--- src/tga_isd_pkg.sv ---
// ----------------------------------------------------------------------------
// TGA decoder package
// Shared result type, result kinds, error codes and parser phases.
// ----------------------------------------------------------------------------
`default_nettype none

package tga_isd_pkg;

   localparam int SigLength    = 12;
   localparam int InfoLast     = 16;
   localparam int RawType      = 2;
   localparam int RleType      = 10;
   localparam int Depth24      = 24;
   localparam int Depth32      = 32;

   typedef enum logic [1:0] {
      KIND_HEADER = 2'd0,
      KIND_PIXEL  = 2'd1,
      KIND_ERROR  = 2'd2
   } kind_type;

   typedef enum logic [2:0] {
      ERR_NONE      = 3'd0,
      ERR_SIGNATURE = 3'd1,
      ERR_INFO      = 3'd2,
      ERR_OVERRUN   = 3'd3,
      ERR_TRUNCATED = 3'd4
   } error_type;

   typedef enum logic [6:0] {
      PH_IDLE     = 7'b0000001,
      PH_SIG      = 7'b0000010,
      PH_INFO     = 7'b0000100,
      PH_PIX      = 7'b0001000,
      PH_DONE     = 7'b0010000,
      PH_ERR      = 7'b0100000,
      PH_INFO_BAD = 7'b1000000
   } phase_type;

   typedef struct packed {
      kind_type    kind;
      logic [7:0]  red;
      logic [7:0]  green;
      logic [7:0]  blue;
      logic [7:0]  alpha;
      logic [7:0]  repeat_res;
      logic [31:0] pixel_index;
      logic [15:0] image_width;
      logic [15:0] image_height;
      logic        has_alpha;
      error_type   error_code;
      logic        image_done;
   } rsp_type;

endpackage

`default_nettype wire

--- src/tga_isd_parser.sv ---
// ----------------------------------------------------------------------------
// TGA decoder byte parser
// Holds the parse state and turns each accepted byte into at most one result.
// ----------------------------------------------------------------------------
`default_nettype none

module tga_isd_parser (
   input  wire logic                clock,
   input  wire logic                reset,
   input  wire logic                accept,
   input  wire logic [7:0]          data_byte,
   input  wire logic                first_byte,
   input  wire logic                final_byte,
   output logic                     res_valid,
   output tga_isd_pkg::rsp_type     res
);

   tga_isd_pkg::phase_type phase_ff, phase_in;
   logic [4:0]  hpos_ff, hpos_in;
   logic        compressed_ff, compressed_in;
   logic [15:0] width_ff, width_in;
   logic [15:0] height_ff, height_in;
   logic        four_ff, four_in;
   logic [31:0] prem_ff, prem_in;
   logic [31:0] pemit_ff, pemit_in;
   logic [7:0]  pkrem_ff, pkrem_in;
   logic        pkrun_ff, pkrun_in;
   logic [23:0] color_ff, color_in;
   logic [1:0]  bip_ff, bip_in;

   always_comb begin
      logic        ok;
      logic [1:0]  last;
      logic [7:0]  count;
      logic        done;
      logic [7:0]  red;
      logic [7:0]  alpha;

      phase_in      = phase_ff;
      hpos_in       = hpos_ff;
      compressed_in = compressed_ff;
      width_in      = width_ff;
      height_in     = height_ff;
      four_in       = four_ff;
      prem_in       = prem_ff;
      pemit_in      = pemit_ff;
      pkrem_in      = pkrem_ff;
      pkrun_in      = pkrun_ff;
      color_in      = color_ff;
      bip_in        = bip_ff;
      res_valid     = 1'b0;
      res           = '0;
      ok            = 1'b0;
      last          = 2'd2;
      count         = 8'd1;
      done          = 1'b0;
      red           = 8'd0;
      alpha         = 8'd0;

      if (accept) begin
         // restart discards all progress
         if (first_byte) begin
            phase_in      = tga_isd_pkg::PH_SIG;
            hpos_in       = 5'd0;
            compressed_in = 1'b0;
            width_in      = 16'd0;
            height_in     = 16'd0;
            four_in       = 1'b0;
            prem_in       = 32'd0;
            pemit_in      = 32'd0;
            pkrem_in      = 8'd0;
            pkrun_in      = 1'b0;
            color_in      = 24'd0;
            bip_in        = 2'd0;
         end

         case (phase_in)
            tga_isd_pkg::PH_SIG: begin
               if (hpos_in == 5'd2) begin
                  ok = data_byte inside {8'(tga_isd_pkg::RawType),
                                         8'(tga_isd_pkg::RleType)};
                  compressed_in = (data_byte == 8'(tga_isd_pkg::RleType));
               end else begin
                  ok = (data_byte == 8'd0);
               end
               if (!ok) begin
                  phase_in       = tga_isd_pkg::PH_ERR;
                  res_valid      = 1'b1;
                  res            = '0;
                  res.kind       = tga_isd_pkg::KIND_ERROR;
                  res.error_code = tga_isd_pkg::ERR_SIGNATURE;
               end else begin
                  hpos_in = hpos_in + 5'd1;
                  if (hpos_in >= 5'(tga_isd_pkg::SigLength)) begin
                     phase_in = tga_isd_pkg::PH_INFO;
                  end
               end
            end
            tga_isd_pkg::PH_INFO, tga_isd_pkg::PH_INFO_BAD: begin
               if (hpos_in > 5'(tga_isd_pkg::InfoLast)) begin
                  if (phase_in == tga_isd_pkg::PH_INFO_BAD || width_in == 16'd0 ||
                      height_in == 16'd0) begin
                     phase_in       = tga_isd_pkg::PH_ERR;
                     res_valid      = 1'b1;
                     res            = '0;
                     res.kind       = tga_isd_pkg::KIND_ERROR;
                     res.error_code = tga_isd_pkg::ERR_INFO;
                  end else begin
                     prem_in          = 32'(width_in) * 32'(height_in);
                     pemit_in         = 32'd0;
                     pkrem_in         = 8'd0;
                     bip_in           = 2'd0;
                     phase_in         = tga_isd_pkg::PH_PIX;
                     res_valid        = 1'b1;
                     res              = '0;
                     res.kind         = tga_isd_pkg::KIND_HEADER;
                     res.image_width  = width_in;
                     res.image_height = height_in;
                     res.has_alpha    = four_in;
                  end
               end else begin
                  case (hpos_in)
                     5'd12: width_in  = {8'd0, data_byte};
                     5'd13: width_in  = {data_byte, width_in[7:0]};
                     5'd14: height_in = {8'd0, data_byte};
                     5'd15: height_in = {data_byte, height_in[7:0]};
                     default: begin
                        if (data_byte == 8'(tga_isd_pkg::Depth32)) begin
                           four_in = 1'b1;
                        end else if (data_byte == 8'(tga_isd_pkg::Depth24)) begin
                           four_in = 1'b0;
                        end else begin
                           phase_in = tga_isd_pkg::PH_INFO_BAD;
                        end
                     end
                  endcase
                  hpos_in = hpos_in + 5'd1;
               end
            end
            tga_isd_pkg::PH_PIX: begin
               last = four_in ? 2'd3 : 2'd2;
               if (compressed_in && pkrem_in == 8'd0) begin
                  // packet header
                  if (!data_byte[7]) begin
                     pkrem_in = data_byte + 8'd1;
                     pkrun_in = 1'b0;
                  end else begin
                     pkrem_in = data_byte - 8'd127;
                     pkrun_in = 1'b1;
                  end
                  bip_in = 2'd0;
               end else if (bip_in < last) begin
                  case (bip_in)
                     2'd0:    color_in[7:0]   = data_byte;
                     2'd1:    color_in[15:8]  = data_byte;
                     default: color_in[23:16] = data_byte;
                  endcase
                  bip_in = bip_in + 2'd1;
               end else begin
                  bip_in = 2'd0;
                  red    = four_in ? color_in[23:16] : data_byte;
                  alpha  = four_in ? data_byte : 8'd0;
                  count  = (compressed_in && pkrun_in) ? pkrem_in : 8'd1;
                  if ({24'd0, count} > prem_in) begin
                     phase_in       = tga_isd_pkg::PH_ERR;
                     res_valid      = 1'b1;
                     res            = '0;
                     res.kind       = tga_isd_pkg::KIND_ERROR;
                     res.error_code = tga_isd_pkg::ERR_OVERRUN;
                  end else begin
                     if (compressed_in) begin
                        pkrem_in = pkrun_in ? 8'd0 : pkrem_in - 8'd1;
                     end
                     prem_in = prem_in - {24'd0, count};
                     done    = (prem_in == 32'd0) && (!compressed_in || pkrem_in == 8'd0);
                     res_valid        = 1'b1;
                     res.kind         = tga_isd_pkg::KIND_PIXEL;
                     res.red          = red;
                     res.green        = color_in[15:8];
                     res.blue         = color_in[7:0];
                     res.alpha        = alpha;
                     res.repeat_res   = count;
                     res.pixel_index  = pemit_in;
                     res.image_width  = width_in;
                     res.image_height = height_in;
                     res.has_alpha    = four_in;
                     res.error_code   = tga_isd_pkg::ERR_NONE;
                     res.image_done   = done;
                     pemit_in         = pemit_in + {24'd0, count};
                     if (done) begin
                        phase_in = tga_isd_pkg::PH_DONE;
                     end
                  end
               end
            end
            default: begin
            end
         endcase

         // truncation replaces whatever this byte produced
         if (final_byte && (phase_in inside {tga_isd_pkg::PH_SIG, tga_isd_pkg::PH_INFO,
                                             tga_isd_pkg::PH_INFO_BAD, tga_isd_pkg::PH_PIX})) begin
            phase_in       = tga_isd_pkg::PH_ERR;
            res_valid      = 1'b1;
            res            = '0;
            res.kind       = tga_isd_pkg::KIND_ERROR;
            res.error_code = tga_isd_pkg::ERR_TRUNCATED;
         end
      end
   end

   always_ff @(posedge clock) begin
      if (reset) begin
         phase_ff      <= tga_isd_pkg::PH_IDLE;
         hpos_ff       <= 5'd0;
         compressed_ff <= 1'b0;
         width_ff      <= 16'd0;
         height_ff     <= 16'd0;
         four_ff       <= 1'b0;
         prem_ff       <= 32'd0;
         pemit_ff      <= 32'd0;
         pkrem_ff      <= 8'd0;
         pkrun_ff      <= 1'b0;
         color_ff      <= 24'd0;
         bip_ff        <= 2'd0;
      end else begin
         phase_ff      <= phase_in;
         hpos_ff       <= hpos_in;
         compressed_ff <= compressed_in;
         width_ff      <= width_in;
         height_ff     <= height_in;
         four_ff       <= four_in;
         prem_ff       <= prem_in;
         pemit_ff      <= pemit_in;
         pkrem_ff      <= pkrem_in;
         pkrun_ff      <= pkrun_in;
         color_ff      <= color_in;
         bip_ff        <= bip_in;
      end
   end

endmodule

`default_nettype wire

--- src/tga_isd_rsp_buf.sv ---
// ----------------------------------------------------------------------------
// TGA decoder result buffer
// Output register plus one skid entry; stall upstream only when both are full.
// ----------------------------------------------------------------------------
`default_nettype none

module tga_isd_rsp_buf (
   input  wire logic                 clock,
   input  wire logic                 reset,
   input  wire logic                 push,
   input  wire tga_isd_pkg::rsp_type push_data,
   output logic                      full,
   output logic                      out_valid,
   input  wire logic                 out_stall,
   output tga_isd_pkg::rsp_type      out_data
);

   logic                 out_valid_ff, out_valid_in;
   logic                 skid_valid_ff, skid_valid_in;
   tga_isd_pkg::rsp_type out_ff, out_in;
   tga_isd_pkg::rsp_type skid_ff, skid_in;

   always_comb begin
      out_valid_in  = out_valid_ff;
      skid_valid_in = skid_valid_ff;
      out_in        = out_ff;
      skid_in       = skid_ff;
      if (!out_valid_ff || !out_stall) begin
         // output slot frees up: advance skid first, else take the new beat
         if (skid_valid_ff) begin
            out_in        = skid_ff;
            out_valid_in  = 1'b1;
            skid_valid_in = 1'b0;
         end else begin
            out_in       = push_data;
            out_valid_in = push;
         end
      end else if (push) begin
         skid_in       = push_data;
         skid_valid_in = 1'b1;
      end
   end

   always_ff @(posedge clock) begin
      if (reset) begin
         out_valid_ff  <= 1'b0;
         skid_valid_ff <= 1'b0;
      end else begin
         out_valid_ff  <= out_valid_in;
         skid_valid_ff <= skid_valid_in;
      end
   end

   always_ff @(posedge clock) begin
      out_ff  <= out_in;
      skid_ff <= skid_in;
   end

   assign full      = skid_valid_ff;
   assign out_valid = out_valid_ff;
   assign out_data  = out_ff;

endmodule

`default_nettype wire

--- src/tga_image_stream_decoder_core.sv ---
// ----------------------------------------------------------------------------
// TGA image stream decoder
// Parses a raw or RLE true-color Targa file one byte per beat and emits
// header, pixel/run and error results.
// ----------------------------------------------------------------------------
//   channel | direction | handshake         | payload
//   req     | in        | req_valid/stall   | data_byte, first_byte, final_byte
//   rsp     | out       | rsp_valid/stall   | kind, color, repeat, index, header, error
//
// One byte is taken every cycle unless req_stall is high; its result, if any,
// goes from the single parser step into the output register or its skid entry.
// Reset is synchronous and returns the parser to idle with no results held.
// req_stall rises only when the output register and its skid entry both hold
// results that rsp has not taken.
// ----------------------------------------------------------------------------
`default_nettype none

module tga_image_stream_decoder_core (
   input  wire logic        clock,
   input  wire logic        reset,
   input  wire logic        req_valid,
   output logic             req_stall,
   input  wire logic [7:0]  req_data_byte,
   input  wire logic        req_first_byte,
   input  wire logic        req_final_byte,
   output logic             rsp_valid,
   input  wire logic        rsp_stall,
   output logic [1:0]       rsp_kind,
   output logic [7:0]       rsp_red,
   output logic [7:0]       rsp_green,
   output logic [7:0]       rsp_blue,
   output logic [7:0]       rsp_alpha,
   output logic [7:0]       rsp_repeat_res,
   output logic [31:0]      rsp_pixel_index,
   output logic [15:0]      rsp_image_width,
   output logic [15:0]      rsp_image_height,
   output logic             rsp_has_alpha,
   output logic [2:0]       rsp_error_code,
   output logic             rsp_image_done
);

   logic                 accept;
   logic                 res_valid;
   logic                 buf_full;
   tga_isd_pkg::rsp_type res;
   tga_isd_pkg::rsp_type out_data;

   assign req_stall = buf_full;
   assign accept    = req_valid && !buf_full;

   tga_isd_parser u_parser (
      .clock      (clock),
      .reset      (reset),
      .accept     (accept),
      .data_byte  (req_data_byte),
      .first_byte (req_first_byte),
      .final_byte (req_final_byte),
      .res_valid  (res_valid),
      .res        (res)
   );

   tga_isd_rsp_buf u_rsp_buf (
      .clock     (clock),
      .reset     (reset),
      .push      (res_valid),
      .push_data (res),
      .full      (buf_full),
      .out_valid (rsp_valid),
      .out_stall (rsp_stall),
      .out_data  (out_data)
   );

   assign rsp_kind         = out_data.kind;
   assign rsp_red          = out_data.red;
   assign rsp_green        = out_data.green;
   assign rsp_blue         = out_data.blue;
   assign rsp_alpha        = out_data.alpha;
   assign rsp_repeat_res   = out_data.repeat_res;
   assign rsp_pixel_index  = out_data.pixel_index;
   assign rsp_image_width  = out_data.image_width;
   assign rsp_image_height = out_data.image_height;
   assign rsp_has_alpha    = out_data.has_alpha;
   assign rsp_error_code   = out_data.error_code;
   assign rsp_image_done   = out_data.image_done;

endmodule

`default_nettype wire

--- config.mk ---
export PLATFORM = sky130hd
export DESIGN_NAME = tga_image_stream_decoder_core
export DESIGN_NICKNAME = d
export VERILOG_FILES = /design/src/tga_isd_pkg.sv /design/src/tga_isd_parser.sv /design/src/tga_isd_rsp_buf.sv /design/src/tga_image_stream_decoder_core.sv
export SDC_FILE = /design/constraint.sdc
export NUM_CORES = 2
export LEC_CHECK = 0
export BUFFER_PORTS_ARGS = -buffer_cell sky130_fd_sc_hd__buf_2
export CAP_MARGIN = 20
export CORE_MARGIN = 5
export CORE_UTILIZATION = 57
export DETAILED_ROUTE_END_ITERATION = 7
export PLACE_DENSITY = 0.86
export SLEW_MARGIN = 20
export SYNTH_ARGS = -nofsm -noshare
export SYNTH_HDL_FRONTEND = slang
export SYNTH_SLANG_ARGS = --single-unit
--- constraint.sdc ---
create_clock -name clock -period 16.1 [get_ports clock]
set_input_delay 3.22 -clock clock [delete_from_list [all_inputs] [get_ports clock]]
set_output_delay 3.22 -clock clock [all_outputs]
set_load 0.05 [all_outputs]
Word level (Yosys, flattened, before mapping)

Index checks and enable logic that the tools add are counted.

Register bits: 369
Bits of input ports: 14
Output and inout port bits: 113
Logic and storage cells: 214

$add $sub $neg: 7
$mul: 1
Magnitude comparators: 4
Eq/ne operators: 18
Multiplexer cells: 118
Bitwise operators: 1
Reduce and logical (&&, ||, !) cells: 27

Operator list:

| cell               | count |
|---|---|
| $mux 111           | 9 |
| $mux 32            | 14 |
| $pmux 111 s3       | 1 |
| $mux 8             | 21 |
| $mux 16            | 8 |
| $pmux 32 s2        | 2 |
| $mux 7             | 14 |
| $mux 24            | 4 |
| $pmux 16 s2        | 2 |
| $add 32x8->32      | 1 |
| $gt 8x32->1        | 1 |
| $logic_not 16->1   | 2 |
| $logic_not 32->1   | 1 |
| $mul 16x16->32     | 1 |
| $sub 32x8->32      | 1 |
| $mux 1             | 27 |
| $logic_not 8->1    | 3 |
| $pmux 7 s3         | 1 |
| $eq 5x4->1 const B | 4 |
| $mux 5             | 4 |
| $pmux 8 s2         | 1 |
| $eq 7x2->1 const B | 2 |
| $eq 7x3->1 const B | 2 |
| $eq 7x4->1 const B | 2 |
| 30 further kinds   | 48 |

Logic depth before layout (Yosys ltp)

Depth after elaboration: 26
Depth in mapped cells: 33

Cells and area by module

Synthesis repeated with hierarchy kept, for this count alone.

Cells, all modules: 2913
Area total of the unflattened synthesis: 27744.1 um2

Modules (own cells, without submodules):

| module                        | times used | cells an instance | area an instance (um2) |
|---|---|---|---|
| tga_isd_parser                | 1          | 2560              | 19637.6 |
| tga_isd_rsp_buf               | 1          | 352               | 8092.8 |
| tga_image_stream_decoder_core | 1          | 1                 | 13.8 |

Worst setup path before layout

No wires, ideal clock.

Path kind: input to register
Start: input port req_first_byte
End: register u_rsp_buf.skid_ff[0] (netlist name), enable pin
Library setup time: 0.746 ns
Arrival: 15.522 ns
Required time: 15.354 ns
Slack: -0.168 ns
Stages: 21
Buffers on the path: 9
Cell sequence: buf_2 > buf_1 > clkbuf_1 > buf_1 > buf_1 > clkbuf_1 > clkbuf_1 > clkbuf_1 > nor2b_1 > ha_1 > a21o_1 > nor2_1 > a31oi_1 > or3b_1 > clkbuf_1 > o31a_1 > a2bb2oi_1 > a31o_1 > nand2_2 > a21oi_4 > a211oi_1

Longest elaborated chain between the ends: 25
Elaborated cells between the ends (all ways): 89
Those cells by class: 3 x add/sub; 4 x order compare; 13 x eq/ne; 52 x mux; 17 x reduce/logical

RTL lines:

| what                               | RTL line                            | RTL |
|---|---|---|
| start: declaration                 | tga_image_stream_decoder_core.sv:24 | `input wire logic req_first_byte,` |
| $mux 8                             | tga_isd_parser.sv:62                | `if (first_byte) begin` |
| $mux 8                             | tga_isd_parser.sv:60                | `if (accept) begin` |
| $sub 8x1->8                        | tga_isd_parser.sv:172               | `pkrem_in = pkrun_in ? 8'd0 : pkrem_in - 8'd1;` |
| $mux 8                             | tga_isd_parser.sv:172               |  |
| $mux 8                             | tga_isd_parser.sv:171               | `if (compressed_in) begin` |
| $mux 8                             | tga_isd_parser.sv:164               | `if ({24'd0, count} > prem_in) begin` |
| $mux 8                             | tga_isd_parser.sv:152               | `end else if (bip_in < last) begin` |
| $mux 8                             | tga_isd_parser.sv:142               | `if (compressed_in && pkrem_in == 8'd0) begin` |
| (+9 left out)                      | n/a                                 |  |
| $pmux 7 s3                         | tga_isd_parser.sv:77                | `case (phase_in)` |
| $mux 7                             | tga_isd_parser.sv:60                |  |
| $eq 7x2->1 (tied with other cells) | tga_isd_parser.sv:201               | `if (final_byte && (phase_in inside {tga_isd_pkg::PH_SIG, tga_isd_pkg::PH_INFO,` |
| $reduce_bool 4->1                  | tga_isd_parser.sv:201               |  |
| $logic_and 1x1->1                  | tga_isd_parser.sv:201               |  |
| $mux 1 *                           | tga_isd_parser.sv:201               |  |
| $mux 1 *                           | tga_isd_parser.sv:60                |  |
| $reduce_and 2->1 (no line) *       | n/a                                 |  |
| end signal: assignment             | tga_isd_rsp_buf.sv:56               | `skid_ff <= skid_in;` |
| end: declaration                   | tga_isd_rsp_buf.sv:21               | `tga_isd_pkg::rsp_type skid_ff, skid_in;` |

Mark *: on every way between the ends. The rest lies on a longest branch, timed or not. The select of a mux whose other input is x is not followed.
A chain may end at the register's enable or synchronous reset.

Worst setup path after layout

Start: input port req_first_byte
End: register u_parser.prem_ff[30]

Longest elaborated chain between the ends: 9
Elaborated cells between the ends (all ways): 44
Those cells by class: 1 x add/sub; 1 x mul; 3 x order compare; 3 x eq/ne; 28 x mux; 8 x reduce/logical

RTL lines:

| what                                                   | RTL line              | RTL |
|---|---|---|
| branches (longest 8 deep; another with $mul 16x16->32) | n/a                   |  |
| $pmux 32 s2 *                                          | tga_isd_parser.sv:77  |  |
| end signal: assignment                                 | tga_isd_parser.sv:233 | `prem_ff <= prem_in;` |
| end: declaration                                       | tga_isd_parser.sv:24  | `logic [31:0] prem_ff, prem_in;` |

Mark *: on every way between the ends. The select of a mux whose other input is x is not followed.

==> qor.csv <==
stage;metric;value;unit
die;rows;79;
setup_path;endpoint;u_parser.prem_ff[30];
setup_path;cp-end-kind;flip-flop;
yosys;yosysWarnings;0;
setup_path;rrSetupSlack;8.31;ns
timing;post-route-min-period;10.42;ns
cells_and_area;final_nets;3203;
timing;setup_slack;5.683;ns
yosys;syn_inst;2848;
global_route;antenna_found_initial;0;
die;dieWidth;226.2;µm
setup_path;critPathSlowestCell;buf_4;
place;preCtsSetupSlack;5.261;ns
yosys;ys_seq_elements;369;
setup_path;regToRegStartpoint;u_parser.height_ff[4];
timing;rsz0062_at_grt;false;
timing;tns;0;ns
yosys;yosysUniqueCellTypes;90;
timing;relSlewSlack;0.2258;
clock_tree;cts_made_buffers;39;
timing;fin_worst_skew;0.03115;ns
yosys;synthTopCellsByCount;nand2_1, inv_1, edfxtp_1;
power;leakage;0.01249;µW
die;coreArea;46360;µm²
global_route;grt_pass1_wl;116500;µm
drt;vias_per_cell;6.247;
clock_tree;cts_resized;0;
cells_and_area;drive_gt1_frac;0.09198;
run;cap_violations;0;
timing;maxSlewViolCount;0;
place;hpwl;50730;µm
setup_path;cp-start-kind;primary input;
yosys;synth_area_per_cell;9.353;µm²
place;gp_congestion;0.9882;
setup_path;startpoint;req_first_byte;
setup_path;reg2reg_depth;22;
drt;vias;21860;
power;p_total;2141;µW
timing;layout_worst_path_cycle_share;0.6470;
drt;dr.first_iter.drc_count;2185;
yosys;synth_ff_type;edfxtp_1;
clock_tree;cts_tree;done;
setup_path;worstReg2RegEnd;u_parser.prem_ff[30];
drt;wire_per_inst;20.78;µm
yosys;syn-num-nets;3190;
clock_tree;h-tree-depth;2;
run_status;status;complete, no violations;
die;die_h;226.2;µm
timing;final_hold_viol_count;0;
yosys;synth_most_common_cell;nand2_1;
timing;tightestPinTransition;1.161;ns
setup_path;slowest_delay;0.66;ns
clock_tree;ctsLongestPathBuffers;3;
power;vdd_drop_max;0.0001180;V
global_route;grt_max_degree;104;
cells_and_area;area_delta_synth_final;8.525;%
power;power_density;74.07;nW/µm²
drt;wl;72700;µm
setup_path;arrival;10.83;ns
clock_tree;post_cts_buffers;0;
die;initial_core_util;0.5746;
setup_path;crit_required;16.52;ns
place;port_buffers;126;
setup_path;cp_common_cell;fa_1;
yosys;synth-async-reset-ratio;0;
timing;holdWs;0.4840;ns
drt;drc;0;
die;io_pins;127;
timing;fmaxAchievable;95.99;MHz
timing;setup-violations-final;0;
yosys;netlist.area_leader.share;0.2503;
drt;drtAntennaViolNets;0;
setup_path;path_max_fanout;61;
yosys;syn-cell-area;26640;µm²
yosys;ys_top_cells_by_area;edfxtp_1, fa_1, dfxtp_1;
clock_tree;clkLatencyLatePin;0.56;ns
clock_tree;clk_pin_slew;0.07;ns
clock_tree;clock_sinks;369;
yosys;synth_top_area_cell;edfxtp_1;
hold_path;hold_path.class;flip-flop to flip-flop;
global_route;grt.total_usage;0.2810;
clock_tree;ctsHoldBuffers;0;
global_route;gr-total-overflow;0;
global_route;grt_pass1_vias;22330;
clock_tree;cts_root_buf;clkbuf_16;
yosys;synth_edf_count;222;
drt;drt-pass1-iter-count;7;
yosys;yosysSeqAreaShare;0.3607;
die;dieArea;51160;µm²
cells_and_area;antennaDiodeCount;0;
setup_path;critical_path_class;primary input to flip-flop;
[metrics by stage]
stage,cell area (µm²),cells,utilization
floorplan,26640,2848,-
global placement,27550,3427,0.5944
detailed placement,27550,3427,0.5944
CTS,28910,3499,0.6236
global route,28910,3499,0.6236
finish,28910,3499,0.6236
[worst max-delay path: cells and delay by family]
family,cells,cell delay (ns)
and+or+nand+nor,4,0.85
adders and majority gates,7,2.94
buffers and inverters,6,1.58
xor gates and xnor gates,1,0.21
AOI/OAI and AO/OA,8,2.01
[kinds of logic (layout without fill, tap and decap cells)]
| kind of cell | count (synthesis) | count (layout) | share of synthesized area |
|---|---|---|---|
| fa+ha+maj | 329 | 329 | 0.2097 |
| simple gates | 1022 | 1022 | 0.1881 |
| buf+inv | 470 | 514 | 0.06947 |
| flops | 369 | 369 | 0.3607 |
| mux | 15 | 15 | 0.005825 |
| compound gates | 595 | 595 | 0.1504 |
| xor+xnor | 48 | 48 | 0.01578 |
[sequential cells by signal (all words and copies together), names as in the netlist, 7 cells and up]
register,count
u_parser.color_ff,24
u_parser.height_ff,16
u_parser.pemit_ff,32
u_parser.phase_ff,7
u_parser.pkrem_ff,8
u_parser.prem_ff,32
u_parser.width_ff,16
u_rsp_buf.out_data,111
u_rsp_buf.skid_ff,111
[report_power, final]
part	internal, µW	switching (µW)	leakage, µW
sequential	1020	8.40	0.00329
clock	552	400	0.000663
combinational	35.9	130	0.00854
total	1600	538	0.0125
[routing by layer]
layer  part of all wire  track usage  up-vias
met5                  0            0        -
li1                   -            -     9771
met2               0.48       0.4637     1150
met4              0.051       0.1393        0
met3              0.089      0.04550      263
met1               0.38       0.3620    10670
[worst min-delay path by stage]
stage,start,endpoint,cells past startpoint
2_1_floorplan,u_parser.prem_ff[3],u_parser.prem_ff[3],2
3_3_place_gp,u_parser.prem_ff[6],u_parser.prem_ff[6],2
3_5_place_dp,u_parser.prem_ff[5],u_parser.prem_ff[5],2
4_1_cts,u_parser.prem_ff[5],u_parser.prem_ff[5],2
5_1_grt,u_parser.prem_ff[6],u_parser.prem_ff[6],2
6_report,u_parser.prem_ff[5],u_parser.prem_ff[5],2
[layout by cell type (no fill, tap or decap), types with 14 or more instances in the layout]
master and count:
nand2_1 325, inv_1 279, edfxtp_1 222, nor2_1 220, fa_1 196, and2_1 174, dfxtp_1 146, ha_1 132
buf_2 124, a21oi_1 119, o21ai_0 115, a21o_1 79, a22oi_1 70, nor3_1 61, nor2b_1 45, nand3_1 39
clkbuf_16 39, buf_4 38, a22o_1 35, xnor2_1 34, and3_1 27, a31oi_1 20, nand4_1 20, nor4_1 20
o21a_1 19, nand2b_1 17, or3_1 17, a211oi_1 15, xor2_1 14
[layout make-up]
| type | count | area [µm²] |
|---|---|---|
| Fill cell | 3593 | 17450 |
| Multi-Input combinational cell | 2009 | 15220 |
| Sequential cell | 369 | 9613 |
| Inverter | 280 | 1051 |
| Clock buffer | 49 | 1044 |
| Timing Repair Buffer | 162 | 905.9 |
| Tap cell | 607 | 759.5 |
| Clock inverter | 23 | 310.3 |
No activity file was read; power rests on OpenSTA's default activity.
